`src/design/delete_and_find_next_present_defines.svh`:
```
// ----------------------------------------------------------------------------
// Assertion macros for the present-set successor block
// Shared property shapes, clocked and gated by reset.
// ----------------------------------------------------------------------------
`ifndef DELETE_AND_FIND_NEXT_PRESENT_DEFINES_SVH
`define DELETE_AND_FIND_NEXT_PRESENT_DEFINES_SVH

// Same-cycle implication.
`define DFNP_ASSERT_SAME(label, clk, rst, ante, cons) \
   label: assert property (@(posedge clk) disable iff (rst) (ante) |-> (cons)) \
      else $error("dfnp: same-cycle check failed");

// Next-cycle implication.
`define DFNP_ASSERT_NEXT(label, clk, rst, ante, cons) \
   label: assert property (@(posedge clk) disable iff (rst) (ante) |=> (cons)) \
      else $error("dfnp: next-cycle check failed");

`endif

```
`src/design/dfnp_pkg.sv`:
```
// ----------------------------------------------------------------------------
// dfnp_pkg
// Shared widths, defaults, command codes and word types of the block.
// ----------------------------------------------------------------------------
`default_nettype none

package dfnp_pkg;

   localparam int VALUE_W           = 11;
   localparam int SET_SIZE_DEFAULT  = 1024;
   localparam int WORD_BITS_DEFAULT = 64;

   localparam logic [VALUE_W-1:0] LIMIT_RESET = 11'd1024;

   localparam logic CMD_REMOVE = 1'b0;
   localparam logic CMD_FIND   = 1'b1;

   typedef struct packed {
      logic               cmd;
      logic [VALUE_W-1:0] value;
   } req_type;

   typedef struct packed {
      logic               found;
      logic [VALUE_W-1:0] next_value;
   } rsp_type;

endpackage

`default_nettype wire

```
`src/design/dfnp_ram.sv`:
```
// ----------------------------------------------------------------------------
// dfnp_ram
// Generic single-write, single-read RAM with a registered read port.
// ----------------------------------------------------------------------------
`default_nettype none

module dfnp_ram #(
   parameter int WIDTH = 64,
   parameter int DEPTH = 16,
   parameter int AW    = (DEPTH > 1) ? $clog2(DEPTH) : 1
) (
   input  wire logic             clock,
   input  wire logic             wr_en,
   input  wire logic [AW-1:0]    wr_addr,
   input  wire logic [WIDTH-1:0] wr_data,
   input  wire logic             rd_en,
   input  wire logic [AW-1:0]    rd_addr,
   output logic      [WIDTH-1:0] rd_data
);

   logic [WIDTH-1:0] mem_ff [DEPTH];
   logic [WIDTH-1:0] rd_data_ff;

   always_ff @(posedge clock) begin
      if (wr_en) begin
         mem_ff[wr_addr] <= wr_data;
      end
      if (rd_en) begin
         rd_data_ff <= mem_ff[rd_addr];
      end
   end

   assign rd_data = rd_data_ff;

endmodule

`default_nettype wire

```
`src/design/delete_and_find_next_present.sv`:
```
// ----------------------------------------------------------------------------
// delete_and_find_next_present
// Set of values 1..limit with remove and find-next-present commands.
// ----------------------------------------------------------------------------
// Usage:
//   req channel (req_valid / req_stall / req_data) takes one command word:
//   cmd = remove deletes value, cmd = find asks for the smallest present
//   value not below value. Only finds produce a word on the rsp channel
//   (rsp_valid / rsp_stall / rsp_data): found plus next_value, 0 if none.
//   csr channel writes upper_limit; csr_ready is always high. Write it only
//   while no command is in flight.
// Steps:
//   A command runs capture and quotient, then word split plus RAM read,
//   then read-modify-write or bit search on the RAM word. A value outside
//   1..limit (find bound 0 counts as 1) ends after the split. A find whose
//   bound word holds nothing at or above the bound reads the next nonempty
//   word from the summary. A find result goes to the output register at
//   its last step, which waits while that register is full and stalled.
// Reset (synchronous): every value present, limit 1024. Presence of words
//   never written comes from per-word written flags, so no clearing pass.
// A stalled result holds in the output register; the next command is still
//   accepted and waits only if it needs the output register while it is full.
// ----------------------------------------------------------------------------
`default_nettype none
`include "delete_and_find_next_present_defines.svh"

module delete_and_find_next_present
   import dfnp_pkg::*;
#(
   parameter int SET_SIZE  = SET_SIZE_DEFAULT,
   parameter int WORD_BITS = WORD_BITS_DEFAULT
) (
   input  wire logic               clock,
   input  wire logic               reset,
   input  wire logic               req_valid,
   output logic                    req_stall,
   input  wire req_type            req_data,
   output logic                    rsp_valid,
   input  wire logic               rsp_stall,
   output rsp_type                 rsp_data,
   input  wire logic               csr_valid,
   output logic                    csr_ready,
   input  wire logic [VALUE_W-1:0] csr_data
);

   localparam int VALUE_MAX   = (1 << VALUE_W) - 1;
   localparam int LIM_CAP     = (SET_SIZE > VALUE_MAX) ? VALUE_MAX : SET_SIZE;
   localparam int USED_WORDS  = (LIM_CAP + WORD_BITS - 1) / WORD_BITS;
   localparam int WAW         = (USED_WORDS > 1) ? $clog2(USED_WORDS) : 1;
   localparam int BW          = $clog2(WORD_BITS);
   localparam int RECIP_SHIFT = 22;
   localparam int RECIP       = (1 << RECIP_SHIFT) / WORD_BITS;

   localparam logic [VALUE_W-1:0] LIM_CAP_V   = VALUE_W'(LIM_CAP);
   localparam logic [VALUE_W-1:0] WORD_BITS_V = VALUE_W'(WORD_BITS);
   localparam logic [VALUE_W-1:0] ONE_V       = VALUE_W'(1);

   typedef enum logic [1:0] {
      ST_IDLE,
      ST_FIX,
      ST_WORD1,
      ST_WORD2
   } state_type;

   state_type              state_ff;
   logic [VALUE_W-1:0]     limit_ff;
   logic                   cmd_ff;
   logic [VALUE_W-1:0]     value_ff;
   logic [WAW-1:0]         quot_ff;
   logic [WAW-1:0]         word_ff;
   logic [BW-1:0]          bit_ff;
   logic [VALUE_W-1:0]     base_ff;
   logic [USED_WORDS-1:0]  summary_ff;
   logic [USED_WORDS-1:0]  written_ff;
   logic                   rsp_valid_ff;
   rsp_type                rsp_data_ff;

   logic [VALUE_W-1:0]     lim;
   logic [VALUE_W-1:0]     acc_bound;
   logic [VALUE_W-1:0]     acc_idx;
   logic [31:0]            acc_prod;
   logic [WAW-1:0]         quot_in;

   logic [VALUE_W-1:0]     fix_bound;
   logic [VALUE_W-1:0]     fix_idx;
   logic [VALUE_W-1:0]     fix_qbase;
   logic [VALUE_W-1:0]     fix_rem;
   logic [VALUE_W-1:0]     fix_rem_low;
   logic                   fix_over;
   logic                   in_range;
   logic [WAW-1:0]         fix_word;
   logic [BW-1:0]          fix_bit;
   logic [VALUE_W-1:0]     fix_base;

   logic [WORD_BITS-1:0]   ram_rdata;
   logic [WORD_BITS-1:0]   word_data;
   logic [WORD_BITS-1:0]   masked;
   logic [WORD_BITS-1:0]   cleared;
   logic [BW-1:0]          low_bit;
   logic [VALUE_W:0]       cand;
   logic                   hit_ok;
   logic                   nxt_hit;
   logic [WAW-1:0]         nxt_word;
   logic                   go_second;

   logic                   out_free;
   logic                   emit;
   rsp_type                emit_data;
   logic                   ram_wr_en;
   logic                   ram_rd_en;
   logic [WAW-1:0]         ram_rd_addr;

   assign csr_ready = 1'b1;
   assign req_stall = (state_ff != ST_IDLE);
   assign rsp_valid = rsp_valid_ff;
   assign rsp_data  = rsp_data_ff;
   assign out_free  = !rsp_valid_ff || !rsp_stall;

   assign lim = (limit_ff > LIM_CAP_V) ? LIM_CAP_V : limit_ff;

   // Word index of the bound by reciprocal multiply; may come out one low.
   assign acc_bound = (req_data.value == '0) ? ONE_V : req_data.value;
   assign acc_idx   = acc_bound - ONE_V;
   assign acc_prod  = 32'(acc_idx) * 32'(RECIP);
   assign quot_in   = acc_prod[RECIP_SHIFT +: WAW];

   // Correct the quotient by one compare and subtract.
   assign fix_bound   = (value_ff == '0) ? ONE_V : value_ff;
   assign fix_idx     = fix_bound - ONE_V;
   assign fix_qbase   = VALUE_W'(quot_ff) * WORD_BITS_V;
   assign fix_rem     = fix_idx - fix_qbase;
   assign fix_rem_low = fix_rem - WORD_BITS_V;
   assign fix_over    = (fix_rem >= WORD_BITS_V);
   assign fix_word    = fix_over ? quot_ff + WAW'(1) : quot_ff;
   assign fix_bit     = fix_over ? fix_rem_low[BW-1:0] : fix_rem[BW-1:0];
   assign fix_base    = fix_over ? fix_qbase + WORD_BITS_V : fix_qbase;
   assign in_range    = (fix_bound <= lim) &&
                        !((cmd_ff == CMD_REMOVE) && (value_ff == '0));

   // Words never written are taken as all ones, the reset state of the set.
   assign word_data = written_ff[word_ff] ? ram_rdata : {WORD_BITS{1'b1}};
   assign masked    = word_data & ({WORD_BITS{1'b1}} << bit_ff);
   assign cleared   = word_data & ~({{(WORD_BITS-1){1'b0}}, 1'b1} << bit_ff);

   always_comb begin
      low_bit = '0;
      for (int i = WORD_BITS - 1; i >= 0; i--) begin
         if (masked[i]) begin
            low_bit = BW'(i);
         end
      end
   end

   // First nonempty word above the current one.
   always_comb begin
      nxt_hit  = 1'b0;
      nxt_word = '0;
      for (int i = USED_WORDS - 1; i >= 0; i--) begin
         if (summary_ff[i] && (i > int'(word_ff))) begin
            nxt_hit  = 1'b1;
            nxt_word = WAW'(i);
         end
      end
   end

   assign cand   = {1'b0, base_ff} + (VALUE_W+1)'(low_bit) + (VALUE_W+1)'(1);
   assign hit_ok = (masked != '0) && (cand <= {1'b0, lim});

   assign go_second = (state_ff == ST_WORD1) && (cmd_ff == CMD_FIND) &&
                      (masked == '0) && nxt_hit;

   always_comb begin
      emit = 1'b0;
      case (state_ff)
         ST_FIX:   emit = (cmd_ff == CMD_FIND) && !in_range;
         ST_WORD1: emit = (cmd_ff == CMD_FIND) && !go_second;
         ST_WORD2: emit = 1'b1;
         default:  emit = 1'b0;
      endcase
      emit = emit && out_free;
   end

   assign emit_data.found      = (state_ff != ST_FIX) && hit_ok;
   assign emit_data.next_value = emit_data.found ? cand[VALUE_W-1:0] : '0;

   assign ram_wr_en   = (state_ff == ST_WORD1) && (cmd_ff == CMD_REMOVE);
   assign ram_rd_en   = ((state_ff == ST_FIX) && in_range) || go_second;
   assign ram_rd_addr = (state_ff == ST_FIX) ? fix_word : nxt_word;

   dfnp_ram #(
      .WIDTH (WORD_BITS),
      .DEPTH (USED_WORDS),
      .AW    (WAW)
   ) u_ram (
      .clock   (clock),
      .wr_en   (ram_wr_en),
      .wr_addr (word_ff),
      .wr_data (cleared),
      .rd_en   (ram_rd_en),
      .rd_addr (ram_rd_addr),
      .rd_data (ram_rdata)
   );

   always_ff @(posedge clock) begin
      if (reset) begin
         state_ff     <= ST_IDLE;
         limit_ff     <= LIMIT_RESET;
         rsp_valid_ff <= 1'b0;
         summary_ff   <= '1;
         written_ff   <= '0;
      end else begin
         if (csr_valid && csr_ready) begin
            limit_ff <= csr_data;
         end
         if (rsp_valid_ff && !rsp_stall) begin
            rsp_valid_ff <= 1'b0;
         end
         if (emit) begin
            rsp_valid_ff <= 1'b1;
            rsp_data_ff  <= emit_data;
         end
         case (state_ff)
            ST_IDLE: begin
               if (req_valid && !req_stall) begin
                  cmd_ff   <= req_data.cmd;
                  value_ff <= req_data.value;
                  quot_ff  <= quot_in;
                  state_ff <= ST_FIX;
               end
            end
            ST_FIX: begin
               word_ff <= fix_word;
               bit_ff  <= fix_bit;
               base_ff <= fix_base;
               if (in_range) begin
                  state_ff <= ST_WORD1;
               end else if (cmd_ff == CMD_REMOVE || out_free) begin
                  state_ff <= ST_IDLE;
               end
            end
            ST_WORD1: begin
               if (cmd_ff == CMD_REMOVE) begin
                  // write back the word with the bit dropped
                  written_ff[word_ff] <= 1'b1;
                  summary_ff[word_ff] <= (cleared != '0);
                  state_ff            <= ST_IDLE;
               end else if (go_second) begin
                  word_ff  <= nxt_word;
                  bit_ff   <= '0;
                  base_ff  <= VALUE_W'(nxt_word) * WORD_BITS_V;
                  state_ff <= ST_WORD2;
               end else if (out_free) begin
                  state_ff <= ST_IDLE;
               end
            end
            ST_WORD2: begin
               if (out_free) begin
                  state_ff <= ST_IDLE;
               end
            end
            default: begin
               state_ff <= ST_IDLE;
            end
         endcase
      end
   end

   `DFNP_ASSERT_SAME(a_rsp_only_for_find, clock, reset, $rose(rsp_valid_ff), cmd_ff == CMD_FIND)
   `DFNP_ASSERT_SAME(a_not_found_zero, clock, reset, rsp_valid_ff && !rsp_data_ff.found, rsp_data_ff.next_value == '0)
   `DFNP_ASSERT_NEXT(a_remove_done, clock, reset, state_ff == ST_WORD1 && cmd_ff == CMD_REMOVE, state_ff == ST_IDLE)

endmodule

`default_nettype wire

```
`config.mk`:
```
export PLATFORM = sky130hd
export DESIGN_NAME = delete_and_find_next_present
export DESIGN_NICKNAME = d
export VERILOG_FILES = /design/src/design/dfnp_pkg.sv /design/src/design/dfnp_ram.sv /design/src/design/delete_and_find_next_present.sv
export VERILOG_INCLUDE_DIRS = /design/src /design/src/design
export SDC_FILE = /design/constraint.sdc
export NUM_CORES = 2
export LEC_CHECK = 0
export BUFFER_PORTS_ARGS = -buffer_cell sky130_fd_sc_hd__buf_4
export CORE_AREA = 2 2 286 288
export DETAILED_ROUTE_END_ITERATION = 10
export DIE_AREA = 0 0 288 290
export GPL_TIMING_DRIVEN = 0
export MAX_ROUTING_LAYER = met4
export PLACE_DENSITY = 0.89
export SLEW_MARGIN = 20
export SYNTH_ARGS = -nofsm -noshare
export SYNTH_HDL_FRONTEND = slang
export SYNTH_SLANG_ARGS = --single-unit
```
`constraint.sdc`:
```
create_clock -name clock -period 6.65 [get_ports clock]
set_input_delay 0.3325 -clock clock [delete_from_list [all_inputs] [get_ports clock]]
set_output_delay 0.3325 -clock clock [all_outputs]
set_load 0.02 [all_outputs]
```
Word-level counts from Yosys, hierarchy flattened
Memory sizes are Yosys's and may differ from the RTL's. A register that Yosys moved wholly into a read port is not among the register bits.
Index checks and enable logic that the tools add are counted.

word-level totals
  bits in registers = 95
  output and inout port bits = 15
  memory bits (read-only) = 0
  latch bits = 0
  bits in writable memories = 1024
  bits of input ports = 28
  memories kept = 1

operators by class
  equal/unequal tests = 8
  shift-type cells = 2
  bitwise operators = 6
  reduce and logical (&&, ||, !) cells = 53
  order comparisons = 21
  multiplexer cells = 128
  multiply operators = 0
  $add $sub $neg = 8
  divide/modulo/power cells = 0

memories
  memory        depth  width  rd ports  clocked after Yosys merged registers in  write ports  line            source
  u_ram.mem_ff  16     64     1         1                                        1            dfnp_ram.sv:21  logic [WIDTH-1:0] mem_ff [DEPTH];

operators by type and width
  operator                                           count
  2-to-1 mux 6 bit                                   67
  bitwise AND 64 bit                                 2
  nonzero test 64 bit                                2
  2-to-1 mux 4 bit                                   19
  zero test 64 bit                                   1
  2-to-1 mux 64 bit                                  1
  inverter 64 bit                                    1
  left shift 1 x 6 -> 64 bit, first input constant   1
  left shift 64 x 6 -> 64 bit, first input constant  1
  2-to-1 mux 11 bit                                  5
  > comparator 4 bit, first input constant           8
  logical AND 1 bit                                  30
  zero test 11 bit                                   2
  case mux 11 bit (2 select lines)                   1
  2-to-1 mux 1 bit                                   21
  bitwise mux 16 bit                                 1
  > comparator 3 x 4 -> 1 bit, first input constant  4
  bitwise OR 16 bit                                  1
  adder 11 x 6 -> 12 bit                             1
  adder 12 x 1 -> 12 bit, second input constant      1
  <= comparator 12 x 11 -> 1 bit                     1
  2-to-1 mux 2 bit                                   6
  case mux 6 bit (2 select lines)                    1
  adder 10 x 7 -> 11 bit, second input constant      1
  other kinds (31)                                   47

Depth between registers and ports, before layout
  depth in word-level cells = 73
  gate-level depth with buffers = 27

Modules after synthesis
A second synthesis with hierarchy kept.

unflattened totals
  cell total of the unflattened synthesis = 2794
  area total of the unflattened synthesis = 48425.2 µm²

modules (own cells, without submodules)
  module                        area each (µm²)  times used  cells each
  dfnp_ram                      40222.3          1           1647
  delete_and_find_next_present  8202.9           1           1147

Worst setup path after synthesis
OpenSTA, ideal clock, no wires.

  path type = register to register
  start point = reg limit_ff[10]
  end point = reg u_ram.rd_data_ff[0] (netlist: u_ram.rd_data[0]), read port of u_ram.mem_ff (enable)
  cell stages (with the launch flop) = 14
  arrival = 5.194 ns
  path slack = 0.955 ns
  required time = 6.149 ns
  buffers on the path = 1
  path through = dfxtp_1 -> inv_1 -> clkbuf_1 -> nand2_1 -> ha_1 -> nor2b_1 -> o21a_1 -> o21a_1 -> o21a_1 -> o21a_1 -> o21a_1 -> o21bai_1 -> a21oi_1 -> o21bai_1

between the ends
  word-level cells in the longest chain between the ends = 6

RTL lines
  item                    line                                 source
  from (decl)             delete_and_find_next_present.sv:66   logic [VALUE_W-1:0] limit_ff;
  from (signal assigned)  delete_and_find_next_present.sv:213  limit_ff <= csr_data;
  > comparator 11 bit     delete_and_find_next_present.sv:119  assign lim = (limit_ff > LIM_CAP_V) ? LIM_CAP_V : limit_ff;
  2-to-1 mux 11 bit *     delete_and_find_next_present.sv:119
  <= comparator 11 bit *  delete_and_find_next_present.sv:137  assign in_range = (fix_bound <= lim) &&
  logical AND 1 bit *     delete_and_find_next_present.sv:137
  logical AND 1 bit *     delete_and_find_next_present.sv:187  assign ram_rd_en = ((state_ff == ST_FIX) && in_range) || go_second;
  logical OR 1 bit *      delete_and_find_next_present.sv:187
  via ram_rd_en           delete_and_find_next_present.sv:110  logic ram_rd_en;
  to (decl)               dfnp_ram.sv:22                       logic [WIDTH-1:0] rd_data_ff;

Mark *: on every way through the listed nets, which the timed path passes. The rest lies on a longest branch.
A chain may end at the register's enable or synchronous reset.

Worst setup path after layout
  start point = reg bit_ff[2]
  end point = reg rsp_data_ff (netlist bit rsp_data[2]), data pin

between the ends
  word-level cells in the longest chain between the ends = 71

RTL lines
  item                              line                                 source
  from (decl)                       delete_and_find_next_present.sv:71   logic [BW-1:0] bit_ff;
  from (signal assigned)            delete_and_find_next_present.sv:233  bit_ff <= fix_bit;
  left shift 64 x 6 -> 64 bit *     delete_and_find_next_present.sv:142  assign masked = word_data & ({WORD_BITS{1'b1}} << bit_ff);
  bitwise AND 64 bit *              delete_and_find_next_present.sv:142
  2-to-1 mux 6 bit (63 in series)   delete_and_find_next_present.sv:148  if (masked[i]) begin
  2-to-1 mux 6 bit *                delete_and_find_next_present.sv:148
  adder 11 x 6 -> 12 bit *          delete_and_find_next_present.sv:166  assign cand = {1'b0, base_ff} + (VALUE_W+1)'(low_bit) + (VALUE_W+1)'(1);
  adder 12 x 1 -> 12 bit *          delete_and_find_next_present.sv:166
  via cand[3]                       delete_and_find_next_present.sv:100  logic [VALUE_W:0] cand;
  <= comparator 12 x 11 -> 1 bit *  delete_and_find_next_present.sv:167  assign hit_ok = (masked != '0) && (cand <= {1'b0, lim});
  logical AND 1 bit *               delete_and_find_next_present.sv:167
  logical AND 1 bit *               delete_and_find_next_present.sv:183  assign emit_data.found = (state_ff != ST_FIX) && hit_ok;
  to (signal assigned)              delete_and_find_next_present.sv:220  rsp_data_ff <= emit_data;
  to (decl)                         delete_and_find_next_present.sv:76   rsp_type rsp_data_ff;

Marks and branches as above.

==> run metrics <==
Worst Hold Depth=3; critical path cell sequence=buf_4, and3_1, clkbuf_1, o21ai_0, and3_1, o31ai_1, nand3_1, a2111oi_0, o31a_1, a31o_1, nor2_2, xnor2_1, ha_1, a21oi_1, nor2b_1, o21ai_0, a211oi_1, a2111oi_2, o21ai_2, a41o_4, nor3_2; Synth Instances=~3,400; vias in the first global route=32,700; htree depth=3; Die W=288 um; nature of the critical path endpoint=flop; worst r2r dst=rsp_data[2]; most frequent cell after synthesis=edfxtp_1; synthesized area=50,400 um^2; largest net degree at the start of global routing=28; number of synthesized flops with an enable pin=1,127; Clk Latency, worst-skew pair=around 700 ps; reg-to-reg critical path startpoint=bit_ff[2]; distinct cell type count after synthesis=106; die height=290 um; clk buf depth=3; Post-Route Setup TNS=0 ps; Yosys top cell area share=0.672; Ports=43; fin nets=between 3,000 and 4,000; startpoint types=flop; CTS Buf Count=111; Num Clock Sinks=1,172; critical path class=flop to flop; overall routing resource usage=0.353; Fin. Hold Viols=0; syn avg cell area=14.6 um^2; CP max stage delay=approximately 800 ps; final slew viol count=0; CORE AREA=80,200 um^2; status=finished, final reports clean; WP data required=7180 ps; antenna-violating nets left=0; crit path max fanout=8; CP Data Arrival Time=7060 ps; Layout Skew=33.7 ps; top_reg_cell synth=edfxtp_1; final setup fails=0; synth-to-layout area growth=14.5%; Yosys top cell by area=edfxtp_1; syn_nets=~3,500; global-route wire length before repair=210,000 um; placed cell area=roughly 53,000 um^2; Post-DP HPWL=~100,000 um; die area=83,500 um^2; Site Rows=104; hold endpoint=rsp_valid; Wirelength per Cell=29.7 um; FF/Latch Area=34,700 um^2; share of cells above drive strength 1=0.168; vias=33,000; sequential share of the synthesized area=0.690; Power Density=slightly above 300 nW/um^2; Final Cell Area=57,700 um^2; Root Buffer=clkbuf_16; FFs w/ async S/R, synth=0; Initial DRC Count=4,100; Reg2Reg Setup Slack=roughly 120 ps; Final Cycle Share=0.982; hold_sp=rsp_stall; vias per cell=6.80; RePlAce Congestion=1.06; largest cells by area after synthesis=edfxtp_1 (67%), mux2i_1 (6.7%), mux2_2 (3.0%), nor2_1 (2.9%), a21oi_1 (2.0%); Max Cap Viol=0; fillers=4,923; Initial Utilization=0.629; port buffer count=41; Ys Warns=0; area of the multi-input gates=14,900 um^2; Clk pin slew, worst setup/hold paths=70 ps; Pleak=0.0191 uW; Slew headroom=0.175; CTS tree=built; antenna violations before repair=4; Core Util, Final=0.719; Crit-path slowest cell=o31ai_1; Hold Crit Class=input port to flop; # DRC=0; Worst Tran Pin Value=~1200 ps; Yosys reg bits=1,172; list of most frequent post-synthesis cells=edfxtp_1 (1,127), nor2_1 (386), mux2i_1 (335), a21oi_1 (206), mux2_2 (133); Peak VDD IR=0.305 mV; worst reg2reg path depth=21; Tmin final=~6500 ps; grt ovf=0; Post-Route WL=144,000 um; drt first pass iters=6; Max Freq=0.153 GHz
worst max path at each step:
stage                      start              endpoint  slack (ps)  cells past startpoint
floorplan           limit_ff[10]      u_ram.rd_data[0]         950                     13
global placement     state_ff[0]  u_ram.mem_ff[15][19]       -1320                      7
detailed placement     bit_ff[5]           rsp_data[2]       -1400                     23
CTS                   base_ff[9]           rsp_data[2]           9                     22
global route           bit_ff[0]           rsp_data[2]         -40                     25
finish                 bit_ff[2]           rsp_data[2]         120                     21
layer usage:
metal  track usage  part of all wire
met2         0.560              0.48
met4         0.148             0.046
met5             -                 0
met1         0.454              0.37
met3        0.0590             0.097
logic make-up after synthesis:
group                    synth area share
multiplexers                        0.111
XOR/XNOR                          0.00191
buffers and inverters              0.0233
AND/OR/NAND/NOR                    0.0658
adder cells (fa/ha/maj)           0.00884
flip-flops                          0.690
AO/OA/AOI/OAI                      0.0995
other                           0.0000744
placed cells by master, fill, tap and decap left out, types with 33 or more instances in the layout:
| cell | netlist | final |
|---|---|---|
| a211oi_1 | 76 | 76 |
| a21oi_1 | 206 | 183 |
| buf_2 | 74 | 72 |
| buf_4 | 26 | 91 |
| clkbuf_1 | 83 | 91 |
| clkbuf_16 | 0 | 112 |
| dfxtp_1 | 45 | 45 |
| edfxtp_1 | 1127 | 1127 |
| ha_1 | 34 | 33 |
| mux2_1 | 62 | 62 |
| mux2_2 | 133 | 133 |
| mux2i_1 | 335 | 335 |
| nand2_1 | 95 | 94 |
| nor2_1 | 386 | 368 |
| nor3_1 | 34 | 33 |
| o21ai_0 | 83 | 82 |
| o221ai_1 | 70 | 70 |
| o22ai_1 | 75 | 74 |
flip-flops by register name (all words and copies together) (netlist names):
| name | cells |
|---|---|
| value_ff | 11 |
| cmd_ff | 1 |
| word_ff | 3 |
| summary_ff | 15 |
| rsp_valid | 1 |
| u_ram.mem_ff | 1024 |
| base_ff | 2 |
| limit_ff | 11 |
| state_ff | 2 |
| written_ff | 16 |
| quot_ff | 4 |
| bit_ff | 6 |
| rsp_data | 12 |
| u_ram.rd_data | 64 |
through the flow:
| stage | cells | total power (uW) | worst slack, ps | hold slack, ps |
|---|---|---|---|---|
| final | 4850 | 17800 | 122 | 53.9 |
| after global routing | 4850 | 18200 | -39.2 | 56.6 |
| after global placement | 4550 | 11200 | -1320 | 444 |
| after CTS | 4836 | 17700 | 8.83 | 24.1 |
| after detailed placement | 4598 | 11300 | -1400 | 459 |
| after floorplan | 3449 | 10300 | 955 | 431 |
critical path, delay by kind of cell (launching register included):
family	cells	cell delay, ps
compound gates	11	3330
xor+xnor	1	320
fa+ha+maj	1	310
buf+inv	2	870
flops	1	540
simple gates	6	990
power by group:
part / internal [uW] / switching [uW] / total [uW]
Sequential: 8310 / 90.5 / 8400
Clock: 3700 / 2760 / 6460
Combinational: 994 / 1920 / 2910
Total: 13000 / 4770 / 17800
final cells by class:
class	count	area share
flip-flops and latches	1172	0.602
multi-input cells	2035	0.259
clock buffers	132	0.0501
repair buffers	138	0.0307
well taps	1060	0.0230
plain buffers	205	0.0186
clock inverters	72	0.0144
inverters	34	0.00221
diodes	2	0.0000868
what timing repair did:
action,CTS,global route
setup endpoints to repair,12,12
hold buffers,25,0
endpoints found under the hold margin,27,0
pin swaps,7,12
setup buffers,11,9
gates resized for setup,25,32
Note: power is estimated with default switching activity, not from simulation.
